$ cat config.mk
export PLATFORM = sky130hd
export DESIGN_NAME = fdwr_mag
export DESIGN_NICKNAME = d
export VERILOG_FILES = /design/src/design/fdwr_pkg.sv /design/src/design/fdwr_mag.sv
export SDC_FILE = /design/constraint.sdc
export NUM_CORES = 1
export LEC_CHECK = 0
export BUFFER_PORTS_ARGS = -buffer_cell sky130_fd_sc_hd__buf_4
export CAP_MARGIN = 40
export CORE_AREA = 3 3 187 189
export DETAILED_ROUTE_END_ITERATION = 6
export DIE_AREA = 0 0 190 192
export GPL_ROUTABILITY_DRIVEN = 0
export HOLD_SLACK_MARGIN = 0.05
export PLACE_DENSITY = 0.77
export REMOVE_ABC_BUFFERS = 1
export SLEW_MARGIN = 15
export SYNTH_ARGS = -nofsm -noshare
export SYNTH_HDL_FRONTEND = slang
export SYNTH_SLANG_ARGS = --single-unit
$ cat constraint.sdc
create_clock -name clk -period 27 [get_ports clk]
set_clock_uncertainty 0.1 [all_clocks]
set_input_delay 1.35 -clock clk [delete_from_list [all_inputs] [get_ports clk]]
set_output_delay 1.35 -clock clk [all_outputs]
set_load 0.1 [all_outputs]
$ cat src/design/fdwr_pkg.sv
// Types and constants of the fall detector window range block.
// Depends on nothing; imported by every module of the block but fdwr_ram.
`default_nettype none
package fdwr_pkg;

  typedef struct packed {
    logic [31:0]        timestamp_ms;
    logic signed [15:0] accel_x;
    logic signed [15:0] accel_y;
    logic signed [15:0] accel_z;
    logic signed [15:0] gyro_x;
    logic signed [15:0] gyro_y;
    logic signed [15:0] gyro_z;
  } in_t;

  typedef struct packed {
    logic        fall_state;
    logic [15:0] accel_span;
    logic [15:0] gyro_span;
    logic [6:0]  samples_in_window;
    logic        tilt_beyond;
  } out_t;

  typedef struct packed {
    logic [31:0] time_ms;
    logic [15:0] amag;
    logic [15:0] gmag;
  } entry_t;

  localparam int CFG_W     = 17;
  localparam int CFG_IDX_W = 3;

  localparam logic [CFG_IDX_W-1:0] REG_ACCEL_THR = 3'd0;
  localparam logic [CFG_IDX_W-1:0] REG_GYRO_THR  = 3'd1;
  localparam logic [CFG_IDX_W-1:0] REG_UPPER_COS = 3'd2;
  localparam logic [CFG_IDX_W-1:0] REG_LOWER_COS = 3'd3;
  localparam logic [CFG_IDX_W-1:0] REG_LATCH_MS  = 3'd4;
  localparam logic [CFG_IDX_W-1:0] REG_WINDOW_MS = 3'd5;
  localparam logic [CFG_IDX_W-1:0] REG_GRAVITY   = 3'd6;

  localparam logic [15:0]        RST_ACCEL_THR = 16'd2297;
  localparam logic [15:0]        RST_GYRO_THR  = 16'd786;
  localparam logic signed [16:0] RST_UPPER_COS = 17'sd16384;
  localparam logic signed [16:0] RST_LOWER_COS = 17'sd32768;
  localparam logic [15:0]        RST_LATCH_MS  = 16'd3000;
  localparam logic [15:0]        RST_WINDOW_MS = 16'd1000;
  localparam logic [15:0]        RST_GRAVITY   = 16'd4096;

endpackage
`default_nettype wire

$ cat src/design/fdwr_mag.sv
// Vector magnitude: sum of squares with one shared multiplier, then a
// bit-serial integer square root. Depends on fdwr_pkg.
`default_nettype none
module fdwr_mag (
  input  wire logic               clk,
  input  wire logic               rst,
  input  wire logic               start,
  input  wire logic signed [15:0] x,
  input  wire logic signed [15:0] y,
  input  wire logic signed [15:0] z,
  output logic                    done,
  output logic [15:0]             mag
);
  import fdwr_pkg::*;

  localparam logic [1:0] P_IDLE = 2'd0;
  localparam logic [1:0] P_MUL  = 2'd1;
  localparam logic [1:0] P_ROOT = 2'd2;

  logic [1:0]         ph;
  logic [3:0]         cnt;
  logic signed [15:0] xr, yr, zr, op;
  logic signed [31:0] sq;
  logic [31:0]        acc, v, res, bitm, t;

  always_comb begin
    op = (cnt == 4'd0) ? xr : ((cnt == 4'd1) ? yr : zr);
    sq = op * op;
    t  = res + bitm;
  end

  assign mag = res[15:0];

  always_ff @(posedge clk) begin
    if (rst) begin
      ph   <= P_IDLE;
      done <= 1'b0;
      cnt  <= '0;
    end else begin
      done <= (ph == P_ROOT) && (cnt == 4'd15);
      unique case (ph)
        P_IDLE: begin
          if (start) begin
            xr  <= x;
            yr  <= y;
            zr  <= z;
            acc <= '0;
            cnt <= '0;
            ph  <= P_MUL;
          end
        end
        P_MUL: begin
          if (cnt == 4'd2) begin
            v    <= acc + $unsigned(sq);
            res  <= '0;
            bitm <= 32'h4000_0000;
            cnt  <= '0;
            ph   <= P_ROOT;
          end else begin
            acc <= acc + $unsigned(sq);
            cnt <= cnt + 4'd1;
          end
        end
        P_ROOT: begin
          // one result bit per cycle
          if (v >= t) begin
            v   <= v - t;
            res <= (res >> 1) + bitm;
          end else begin
            res <= res >> 1;
          end
          bitm <= bitm >> 2;
          if (cnt == 4'd15) begin
            ph <= P_IDLE;
          end else begin
            cnt <= cnt + 4'd1;
          end
        end
        default: ph <= P_IDLE;
      endcase
    end
  end
endmodule
`default_nettype wire

==> metrics.txt <==
run status complete, no violations; CTS tree yes; EDFF count, synth 160; WHS Endpoint ph[0]$_SDFFE_PP0P_; post-DR wirelength/cell 17.6 um; antenna cells 0; Post-Layout Inst Area 21500 um^2; Final period util 0.325; initial DRC count 973; CTS max path bufs 2; Hold Path Class register to register; DR vias/cell 5.70; Mapped Area 20000 um^2; H-Tree Depth 4; final setup fails 0; Multi-input gate area 13400 um^2; final hold vios 0; die area 36500 um^2; I/O pins 68; most common cell after layout, fill and taps aside inv_1; core area 33400 um^2; post-route antenna net violation count 0; DRC Markers 0; TritonRoute pass-1 iters 5; CP Capture Type register; number of synthesized register bits 167; DIE HEIGHT 192 um; largest net degree at the start of global routing 68; Setup crit start kind register; total track usage 0.258; FFs w/ async S/R, synth 0; Std-Cell Rows 67; slew margin rel. 0.372; Routed WL 44100 um; Synth Warn # 0; Post-Layout Cell Count 2505; # placed instances 2474; setup_tns 0 ns; CTS sink count 167; area leader, netlist fa_1; Slew @ Worst Pin 0.941 ns; Worst Path Required 27.11 ns; fill count 2573; worst-skew pair later-pin latency 0.45 ns; Final nets 2542; crit path DAT 8.88 ns; fmax 114 MHz; Placement Cell Area 21000 um^2; vias in the first global route 15321; CTS hold repair buffers 0; Crit Path Category register to register; Seq/Total Area, Yosys 0.247; Resized cells post-CTS 0; clock slew at reported path FFs 0.07 ns; fin. max-slew vios 0; number of antenna violations at the first check in global routing 0; Die Span X 190 um; area grow syn2layout 7.52%; library cells used by synthesis 71; Hold Path Stages 2; unrepaired setup endpoints after global routing no; Syn Inst Count 2002; IO buf count 67; hold_sp ph[0]$_SDFFE_PP0P_; max-cap violations 0; FF-to-FF Start cnt[0]$_SDFFE_PP0P_; crit path max fanout 16; post-CTS setup buffers 0; Sequential Area 4940 um^2; commonest non-fill, non-tap cells in the layout 361 x inv_1, 263 x fa_1, 182 x ha_1, 162 x nor2_1, 160 x edfxtp_1; top cell type's share of synthesized area 0.263; Detail Placement HPWL 34800 um; TritonCTS buffer count 17; Reg2Reg Depth 27; RR Endpoint acc[31]$_SDFFCE_PN0P_; root buf cell clkbuf_16; share of post-route cells with drive strength above 1 0.0875; routed via count 14280; Synth Area per Inst 10.0 um^2; first-pass GRT wire length 75700 um; FF-to-FF setup slack 18.23 ns; Period minus WS final 8.77 ns; synth top area cells fa_1 26%, edfxtp_1 24%, ha_1 11%, inv_1 6.8%, nor2_1 3.1%; Most used DFF post-synth edfxtp_1; Initial Util 0.599; Overflow after GRT 0
[through the flow]
step	hold WS [ns]	utilization	setup slack [ns]
floorplan	0.364	-	16.80
global placement	0.385	0.625	18.62
detailed placement	0.405	0.626	18.41
CTS	0.416	0.644	18.31
global route	0.452	0.644	17.78
finish	0.419	0.644	18.23
[cells by family after synthesis]
family | synth area share
simple gates | 0.106
fa+ha+maj | 0.377
buf+inv | 0.0866
compound gates | 0.111
flops | 0.247
xor+xnor | 0.0520
mux | 0.0205
[worst max-delay path: stages (launching register included)]
cell and delay, ns:
dfxtp_1 0.43, ha_1 0.19, nor3b_2 0.15, buf_4 0.31
mux2i_1 0.23, nor2_1 0.05, a21oi_1 0.73, clkinv_1 0.58
nand2_1 0.31, fa_1 0.49, fa_1 0.52, fa_1 0.52
inv_1 0.06, fa_1 0.49, fa_1 0.49, inv_1 0.05
fa_1 0.48, inv_1 0.05, ha_1 0.36, nand4_1 0.17
a211oi_1 0.25, o41ai_1 0.13, a21boi_1 0.30, a31oi_1 0.23
a211oi_1 0.36, o31ai_1 0.12, and3_1 0.19, o21a_1 0.16
[how the worst max path moves through the flow]
stage | from | to | slack (ns) | depth (start not counted)
floorplan | res[2]$_SDFFCE_PN0P_ | v[0]$_DFFE_PP_ | 16.80 | 16
global placement | cnt[0]$_SDFFE_PP0P_ | acc[31]$_SDFFCE_PN0P_ | 18.62 | 27
detailed placement | cnt[0]$_SDFFE_PP0P_ | acc[31]$_SDFFCE_PN0P_ | 18.41 | 27
CTS | cnt[0]$_SDFFE_PP0P_ | acc[31]$_SDFFCE_PN0P_ | 18.31 | 27
global route | cnt[0]$_SDFFE_PP0P_ | v[31]$_DFFE_PP_ | 17.78 | 27
finish | cnt[0]$_SDFFE_PP0P_ | acc[31]$_SDFFCE_PN0P_ | 18.23 | 27
[registers in the layout, indices dropped and copies added, names as in the netlist]
register,cells
zr,16
done,1
v,32
xr,16
acc,32
cnt,4
ph,2
yr,16
res,32
bitm,16
[area by class of cell]
cell class              count  area share
multi-input cells        1404       0.622
flip-flops and latches    167       0.229
inverters                 370      0.0644
repair buffers             85      0.0305
well taps                 448      0.0260
clock buffers              17      0.0197
clock inverters            14     0.00790
[synth_stat cells (all sizes together), types with 5 or more instances]
cell type	instances
nor2b	16
a211oi	19
and3	5
o21a	12
dfxtp	7
o21ai	58
xor2	49
edfxtp	160
a2111oi	5
inv	363
nand2	156
mux2i	23
fa	263
a221oi	5
a31oi	29
nor2	164
clkbuf	27
xnor2	70
mux2	16
ha	183
o31ai	8
nand3	17
and2	43
nand2b	17
clkinv	7
o21bai	10
a31o	10
nand4	9
a21o	44
o211ai	6
nor3	26
buf	34
a21oi	92
or3	11
[layer usage]
layer / vias up / routed length (um) / global-route usage
met2: 468 / 21200 / 0.436
met1: 7053 / 19400 / 0.346
li1: 6650 / - / -
met5: - / 0 / 0
met4: 0 / 1090 / 0.0825
met3: 109 / 2440 / 0.0367
Power is left out: the tool's default activity adds up to more than one toggle a clock period on the data nets, which glitch-free logic cannot reach.
