$ cat src/design/fdwr_pkg.sv
// Types and constants of the fall detector window range block.
// Depends on nothing; imported by every module of the block but fdwr_ram.
`default_nettype none
package fdwr_pkg;

  typedef struct packed {
    logic [31:0]        timestamp_ms;
    logic signed [15:0] accel_x;
    logic signed [15:0] accel_y;
    logic signed [15:0] accel_z;
    logic signed [15:0] gyro_x;
    logic signed [15:0] gyro_y;
    logic signed [15:0] gyro_z;
  } in_t;

  typedef struct packed {
    logic        fall_state;
    logic [15:0] accel_span;
    logic [15:0] gyro_span;
    logic [6:0]  samples_in_window;
    logic        tilt_beyond;
  } out_t;

  typedef struct packed {
    logic [31:0] time_ms;
    logic [15:0] amag;
    logic [15:0] gmag;
  } entry_t;

  localparam int CFG_W     = 17;
  localparam int CFG_IDX_W = 3;

  localparam logic [CFG_IDX_W-1:0] REG_ACCEL_THR = 3'd0;
  localparam logic [CFG_IDX_W-1:0] REG_GYRO_THR  = 3'd1;
  localparam logic [CFG_IDX_W-1:0] REG_UPPER_COS = 3'd2;
  localparam logic [CFG_IDX_W-1:0] REG_LOWER_COS = 3'd3;
  localparam logic [CFG_IDX_W-1:0] REG_LATCH_MS  = 3'd4;
  localparam logic [CFG_IDX_W-1:0] REG_WINDOW_MS = 3'd5;
  localparam logic [CFG_IDX_W-1:0] REG_GRAVITY   = 3'd6;

  localparam logic [15:0]        RST_ACCEL_THR = 16'd2297;
  localparam logic [15:0]        RST_GYRO_THR  = 16'd786;
  localparam logic signed [16:0] RST_UPPER_COS = 17'sd16384;
  localparam logic signed [16:0] RST_LOWER_COS = 17'sd32768;
  localparam logic [15:0]        RST_LATCH_MS  = 16'd3000;
  localparam logic [15:0]        RST_WINDOW_MS = 16'd1000;
  localparam logic [15:0]        RST_GRAVITY   = 16'd4096;

endpackage
`default_nettype wire

$ cat src/design/fdwr_div.sv
// Tilt cosine: restoring division of accel_z * 32768 by the magnitude,
// one quotient bit per cycle, clamped to Q1.15. Depends on fdwr_pkg.
`default_nettype none
module fdwr_div (
  input  wire logic               clk,
  input  wire logic               rst,
  input  wire logic               start,
  input  wire logic signed [15:0] num,
  input  wire logic [15:0]        den,
  output logic                    done,
  output logic signed [16:0]      cos_q
);
  import fdwr_pkg::*;

  localparam logic [1:0] P_IDLE = 2'd0;
  localparam logic [1:0] P_RUN  = 2'd1;

  logic [1:0]  ph;
  logic [4:0]  cnt;
  logic [30:0] n, q;
  logic [15:0] d, rem, absn, qm;
  logic [16:0] sh, mag17;
  logic        neg;

  always_comb begin
    absn  = num[15] ? 16'(-num) : 16'(num);
    sh    = {rem, n[30]};
    qm    = (q > 31'd32768) ? 16'h8000 : q[15:0];
    mag17 = {1'b0, qm};
    if (d == 16'd0) begin
      cos_q = '0;
    end else if (neg) begin
      cos_q = -$signed(mag17);
    end else begin
      cos_q = $signed(mag17);
    end
  end

  always_ff @(posedge clk) begin
    if (rst) begin
      ph   <= P_IDLE;
      done <= 1'b0;
      cnt  <= '0;
    end else begin
      done <= (ph == P_RUN) && (cnt == 5'd30);
      unique case (ph)
        P_IDLE: begin
          if (start) begin
            n   <= {absn, 15'b0};
            d   <= den;
            neg <= num[15];
            rem <= '0;
            q   <= '0;
            cnt <= '0;
            ph  <= P_RUN;
          end
        end
        P_RUN: begin
          if (sh >= {1'b0, d}) begin
            rem <= 16'(sh - {1'b0, d});
            q   <= {q[29:0], 1'b1};
          end else begin
            rem <= sh[15:0];
            q   <= {q[29:0], 1'b0};
          end
          n <= n << 1;
          if (cnt == 5'd30) begin
            ph <= P_IDLE;
          end else begin
            cnt <= cnt + 5'd1;
          end
        end
        default: ph <= P_IDLE;
      endcase
    end
  end
endmodule
`default_nettype wire

$ cat config.mk
export PLATFORM = sky130hd
export DESIGN_NAME = fdwr_div
export DESIGN_NICKNAME = d
export VERILOG_FILES = /design/src/design/fdwr_pkg.sv /design/src/design/fdwr_div.sv
export SDC_FILE = /design/constraint.sdc
export NUM_CORES = 1
export LEC_CHECK = 0
export ABC_AREA = 1
export CORE_ASPECT_RATIO = 0.9
export CORE_MARGIN = 3
export CORE_UTILIZATION = 30
export CTS_BUF_LIST = sky130_fd_sc_hd__clkbuf_8
export DETAILED_ROUTE_END_ITERATION = 6
export DONT_BUFFER_PORTS = 1
export MAX_ROUTING_LAYER = met4
export PLACE_DENSITY = 0.47
export SLEW_MARGIN = 40
export SYNTH_ARGS = -nofsm -noshare
export SYNTH_HDL_FRONTEND = slang
export SYNTH_SLANG_ARGS = --single-unit
export TNS_END_PERCENT = 50
$ cat constraint.sdc
create_clock -name clk -period 5.2 [get_ports clk]
set_input_delay 0.52 -clock clk [delete_from_list [all_inputs] [get_ports clk]]
set_output_delay 0.52 -clock clk [all_outputs]
set_load 0.02 [all_outputs]
==> results.json, run 1 <==
{
  "tightest_slew_ns": 0.819,
  "final_hold_viol_count": 0,
  "synth.avg_cell_area_sq_um": 8.46,
  "syn-cell-area_sq_um": 5450,
  "number_of_antenna_violations_at_the_first_check_in_global_routing": 0,
  "routed_wl_um": 11900,
  "ant_nets": 0,
  "post_synth_num_cell_types": 45,
  "timing.critical_path.max_delay_family": "simple AND/OR/NAND/NOR gates",
  "critical-path-max-stage-delay_ns": 0.44,
  "pin_count_of_the_biggest_net_entering_global_routing": 58,
  "cpMostUsedCell": "sky130_fd_sc_hd__nand2_1",
  "layout-drive-gt1-share_pct": 11.3,
  "drv_cap": 0,
  "cts.sink_count": 87,
  "globalRouteMet3Util_pct": 2.87,
  "dominantRegCellSynth": "sky130_fd_sc_hd__edfxtp_1",
  "cp-start-kind": "flip-flop",
  "timing_worst_setup_path_type": "flip-flop to primary output",
  "io_buffer_count": 0,
  "worst_setup_path_end_kind": "primary output",
  "grt_most_used_layer": "met2",
  "overflow": 0,
  "power_leakage_nw": 2.65,
  "cts-buffers-inserted": 9,
  "worstHoldPathType": "input pin to flip-flop",
  "clk_path_buf_depth": 2,
  "post-synth-top-area-cell": "sky130_fd_sc_hd__edfxtp_1",
  "globalRouteTotalUtil_pct": 12.8,
  "critical-path-slowest-cell": "sky130_fd_sc_hd__edfxtp_1",
  "drcViolationCount": 0,
  "pwr_density_cell_nw_per_um2": 264,
  "ys_async_sr_fraction_pct": 0,
  "ranking_of_synthesized_cells_by_area": "sky130_fd_sc_hd__edfxtp_1, sky130_fd_sc_hd__nand2_1, sky130_fd_sc_hd__inv_1, sky130_fd_sc_hd__nor2_1, sky130_fd_sc_hd__ha_1",
  "mappedNetlistNets": 700,
  "h_tree_depth": 3,
  "initialDrtViolationCount": 216,
  "die_x_um": 148,
  "edff_count_synth": 80,
  "cts.repair_timing.setup_buffer_count": 0,
  "die_y_um": 134,
  "die-area_sq_um": 19800,
  "slew_headroom_pct": 45.1,
  "yosysSeqAreaShare_pct": 46.7,
  "grt_pass1_wl_um": 19700,
  "placeableCoreArea_sq_um": 17700,
  "setup_tns_ns": 0,
  "drv_slew": 0,
  "highest_count_cells_in_the_layout_ignoring_fill_and_taps": "sky130_fd_sc_hd__nand2_1, sky130_fd_sc_hd__inv_1, sky130_fd_sc_hd__nor2_1, sky130_fd_sc_hd__edfxtp_1, sky130_fd_sc_hd__a21oi_1",
  "dr_total_vias": 4016,
  "ir_drop_uv": 114,
  "vias_per_cell": 4.52,
  "cp_data_arrival_time_ns": 2.72,
  "timing.fmax_ghz": 0.309,
  "netlist_instances": 644,
  "clk_pin_slew_ns": 0.08,
  "cts-resized-gates": 0,
  "row_count": 46,
  "outcome": "complete, no violations",
  "area_overhead_vs_synth_pct": 7.88,
  "synth.ff_latch_count": 87,
  "clock-root-buffer": "sky130_fd_sc_hd__clkbuf_8",
  "number_of_detailed_route_iterations_in_the_first_pass": 4,
  "io_pins": 53,
  "post-route-min-period_ns": 3.24,
  "worst_slack_ns": 1.96,
  "layout_commonest_cell": "sky130_fd_sc_hd__nand2_1",
  "synthesis.yosys.warnings": 0,
  "worstPathRequired_ns": 4.68,
  "timing.hold.worst_path_depth": 1,
  "power_mw": 1.55,
  "hold_buffers": 0,
  "gp_routability_congestion": 0.871,
  "via_count_of_the_first_global_routing_pass": 3874,
  "synth.top_cell.area_share_pct": 44.1,
  "final_worst_path_period_share_pct": 62.3,
  "setup_violations": 0,
  "clk-insertion-delay-late_ns": 0.37,
  "global_route.usage.met2_pct": 19.1,
  "start_util_pct": 30.7,
  "timing.hold.ws_ns": 0.209,
  "pre_cts_ws_ns": 2.36,
  "wl_per_cell_um": 13.3,
  "antenna_cells": 0,
  "crit_cells": 15,
  "worst-path-buf-inv": 2,
  "dp_hpwl_um": 8560,
  "tritoncts": "yes",
  "fin_nets": 699,
  "path_cells": "nor2_2 -> nand2_1 -> nor2_1 -> nand2_1 -> nand2_2 -> nand2_4 -> inv_2 -> nand2_1 -> ha_1 -> nand2_1 -> inv_2 -> nand2_1 -> nand2_1 -> xor2_1 -> nor2_1",
  "r2r_cells": 3,
  "grt_setup_unrepaired": "no",
  "cp_max_fo": 11,
  "fin_skew_ns": 0.0101,
  "grt_use_met1_pct": 17.1
}
## synth_stat cells, types with 3 or more instances
cell type / number
sky130_fd_sc_hd__inv_1: 104
sky130_fd_sc_hd__nor2_2: 12
sky130_fd_sc_hd__dfxtp_1: 7
sky130_fd_sc_hd__nand2_4: 4
sky130_fd_sc_hd__nand4_1: 9
sky130_fd_sc_hd__a21oi_1: 32
sky130_fd_sc_hd__o21ai_0: 22
sky130_fd_sc_hd__a21boi_0: 3
sky130_fd_sc_hd__nand3b_1: 3
sky130_fd_sc_hd__o21bai_4: 6
sky130_fd_sc_hd__a31oi_1: 5
sky130_fd_sc_hd__nand2_1: 136
sky130_fd_sc_hd__edfxtp_1: 80
sky130_fd_sc_hd__xnor2_1: 8
sky130_fd_sc_hd__nand3_1: 26
sky130_fd_sc_hd__inv_2: 4
sky130_fd_sc_hd__nor3_2: 6
sky130_fd_sc_hd__clkbuf_1: 9
sky130_fd_sc_hd__ha_1: 20
sky130_fd_sc_hd__nor3_1: 9
sky130_fd_sc_hd__nor2_1: 85
sky130_fd_sc_hd__nand2_2: 13
sky130_fd_sc_hd__xor2_1: 11
sky130_fd_sc_hd__or2_2: 4
## power by group
group	switching (mW)	internal, mW
Combinational	0.170	0.0950
Sequential	0.0265	0.817
Clock	0.249	0.195
## stage by stage
step                instance area [sq um]  instances  utilization [%]
global placement                     5690        872             32.1
global route                         5880        888             33.1
CTS                                  5880        888             33.1
detailed placement                   5700        872             32.1
floorplan                            5450        644                -
finish                               5880        888             33.1
## state kept, by name (all words and copies together), names as in the netlist
register and cells:
cnt 5, d 16, done 1, n 16, neg 1, ph 1
q 31, rem 16
## metal layers
layer,vias to the layer above,wire (um)
li1,2082,-
met1,1857,6000
met2,64,5240
met3,13,436
met4,0,182
met5,-,0
## logic make-up (layout without fill, tap and decap cells)
logic type                 count (synthesis)  count (layout)  synth area share (%)
DFF                                       87              87                  46.7
AOI/OAI and AO/OA                         80              80                  9.88
buffers and inverters                    123             127                  9.03
xor gates and xnor gates                  19              19                  3.06
adders and majority gates                 21              21                  4.96
and+or+nand+nor                          314             314                  26.4
## area by class of cell
cell class | instances | area (sq um)
sequential | 87 | 2540
fill | 1876 | 11900
timing repair buffer | 2 | 15.0
clock inverter | 5 | 25.0
clock buffer | 11 | 151
inverter | 109 | 409
multi-input combinational | 434 | 2430
tap | 240 | 300
## final timing paths
check        startpoint  slack, ns        to
max               q[12]       1.96  cos_q[6]
min                 rst       0.21     ph[0]
max reg2reg       ph[0]       2.49     q[14]
min reg2reg      cnt[1]       0.51    cnt[1]
Power figures use the tool's default switching activity.
==> run 2: changes to the inputs <==
--- a/config.mk
+++ b/config.mk
@@ -13,7 +13,7 @@
 export DETAILED_ROUTE_END_ITERATION = 6
 export DONT_BUFFER_PORTS = 1
 export MAX_ROUTING_LAYER = met4
-export PLACE_DENSITY = 0.47
+export PLACE_DENSITY = 0.48
 export SLEW_MARGIN = 40
 export SYNTH_ARGS = -nofsm -noshare
 export SYNTH_HDL_FRONTEND = slang
==> constraint.sdc (replaced) <==
create_clock -name clk -period 2.8 [get_ports clk]
set_input_delay 0.28 -clock clk [delete_from_list [all_inputs] [get_ports clk]]
set_output_delay 0.28 -clock clk [all_outputs]
set_load 0.02 [all_outputs]
==> run 2 against run 1 <==
Effect of this change:
- worst hold slack worse by 0.11 ns
- cell count is 5.7% higher
- sequential share of layout area is 3.7 points lower
- first-iteration DRC count is 21% higher
- register-to-register slack worse by 2.1 ns
- via count is 5.8% higher
- clock skew is 0.0044 ns lower
- design area is 9.2% higher
- sequential power is 85% higher
- die area stayed put
- sequential cell count stayed put
==> results.json, run 2 (same netlist as run 1, synthesis figures left out) <==
{
  "highest_count_cells_in_the_layout_ignoring_fill_and_taps": "sky130_fd_sc_hd__nand2_1, sky130_fd_sc_hd__inv_1, sky130_fd_sc_hd__edfxtp_1, sky130_fd_sc_hd__nor2_1, sky130_fd_sc_hd__buf_4",
  "h_tree_depth": 3,
  "timing_worst_setup_path_type": "flip-flop to primary output",
  "final_util_pct": 36.2,
  "power_mw": 3.10,
  "globalRouteTotalUtil_pct": 13.2,
  "fin_nets": 750,
  "timing.fmax_ghz": 0.381,
  "overflow": 0,
  "cts.sink_count": 87,
  "setup_tns_ns": 0,
  "final_worst_path_period_share_pct": 93.8,
  "pwr_density_cell_nw_per_um2": 483,
  "number_of_antenna_violations_at_the_first_check_in_global_routing": 0,
  "pin_count_of_the_biggest_net_entering_global_routing": 50,
  "vias_per_cell": 4.53,
  "ant_nets": 0,
  "layout-drive-gt1-share_pct": 17.9,
  "worstPathRequired_ns": 2.52,
  "row_count": 46,
  "clk_path_buf_depth": 2,
  "wl_per_cell_um": 13.2,
  "initialDrtViolationCount": 262,
  "outcome": "complete, no violations",
  "placeableCoreArea_sq_um": 17700,
  "number_of_detailed_route_iterations_in_the_first_pass": 4,
  "clk-insertion-delay-late_ns": 0.37,
  "drcViolationCount": 0,
  "setup_violations": 0,
  "layout_commonest_cell": "sky130_fd_sc_hd__nand2_1",
  "drv_slew": 0,
  "final_hold_viol_count": 0,
  "io_buffer_count": 0,
  "clock-root-buffer": "sky130_fd_sc_hd__clkbuf_8",
  "num-fill-cells": 1853,
  "start_util_pct": 30.7,
  "timing.hold.ws_ns": 0.0958,
  "worst_setup_path_end_kind": "primary output",
  "die-area_sq_um": 19800,
  "tritoncts": "yes",
  "setup.worst_path.start": "q[13]",
  "ir_drop_uv": 215,
  "power_leakage_nw": 2.90,
  "die_x_um": 148,
  "largest_reg_flops": 31,
  "slew_headroom_pct": 59.0,
  "largest_register": "q",
  "post-route-min-period_ns": 2.63,
  "dr_total_vias": 4250,
  "grt_pass1_wl_um": 20200,
  "gp_routability_congestion": 0.934,
  "cp-start-kind": "flip-flop",
  "cp_data_arrival_time_ns": 2.35,
  "tightest_slew_ns": 0.613,
  "drv_cap": 0,
  "worstHoldPathType": "input pin to flip-flop",
  "cts-buffers-inserted": 9,
  "dp_hpwl_um": 8760,
  "antenna_cells": 0,
  "fin_skew_ns": 0.00563,
  "area_overhead_vs_synth_pct": 17.8,
  "cp_max_fo": 7,
  "hp-start": "rst",
  "routed_wl_um": 12400,
  "io_pins": 53,
  "grt_setup_unrepaired": "no",
  "die_y_um": 134,
  "clk_pin_slew_ns": 0.09,
  "via_count_of_the_first_global_routing_pass": 4126,
  "worst_r2r_startpoint": "n[30]"
}
[run 2: final timing paths]
kind	to	slack (ns)	cells past startpoint
setup / recovery	cos_q[15]	0.17	10
hold / removal	cnt[0]	0.1	3
hold reg to reg	cnt[1]	0.51	2
setup reg to reg	rem[10]	0.35	10
[run 2: repair_timing]
| item | CTS | global route |
|---|---|---|
| gates cloned | 0 | 1 |
| resized for setup | 11 | 14 |
| hold buffers | 18 | 0 |
| buffers inserted | 14 | 11 |
| pin swaps | 4 | 10 |
| endpoints found under the setup margin | 7 | 9 |
| hold endpoints to repair | 20 | 0 |
[run 2: layout make-up]
cell class                 count  area [sq um]  area share, %
clock buffer                   9           124           1.93
inverter                     109           414           6.45
timing repair buffer          52           448           6.98
sequential                    87          2540           39.6
tap                          240           300           4.68
multi-input combinational    434          2490           38.8
timing repair inverter         1          5.00         0.0780
clock inverter                 7          95.1           1.48
[run 2: per-layer routing]
layer,track usage (%),vias up,routed length (um)
met2,20.0,81,5550
met3,4.53,11,688
met1,16.9,1969,6020
li1,-,2189,-
met5,-,-,0
met4,3.34,0,167
[run 2: worst max-delay path: stages, from the launching register on]
cell and delay (ns):
sky130_fd_sc_hd__edfxtp_1 0.44, sky130_fd_sc_hd__nor2_4 0.16, sky130_fd_sc_hd__nand2_1 0.06, sky130_fd_sc_hd__nor2_1 0.08, sky130_fd_sc_hd__nand2_1 0.07, sky130_fd_sc_hd__nand2_2 0.12
sky130_fd_sc_hd__nand2_4 0.10, sky130_fd_sc_hd__buf_4 0.15, sky130_fd_sc_hd__nor2_2 0.20, sky130_fd_sc_hd__o21ai_0 0.13, sky130_fd_sc_hd__a31oi_1 0.48
[run 2: metrics by stage]
step,cells,cell area (sq um),worst slack (ns)
CTS,927,6290,0.00422
global placement,879,5760,0.240
detailed placement,879,5760,0.221
global route,939,6420,0.00196
finish,939,6420,0.174
floorplan,644,5460,0.422
[run 2: where the power goes]
part	internal (mW)	switching, mW	total, mW
Sequential	1.52	0.0474	1.56
Combinational	0.217	0.332	0.549
Clock	0.504	0.484	0.988
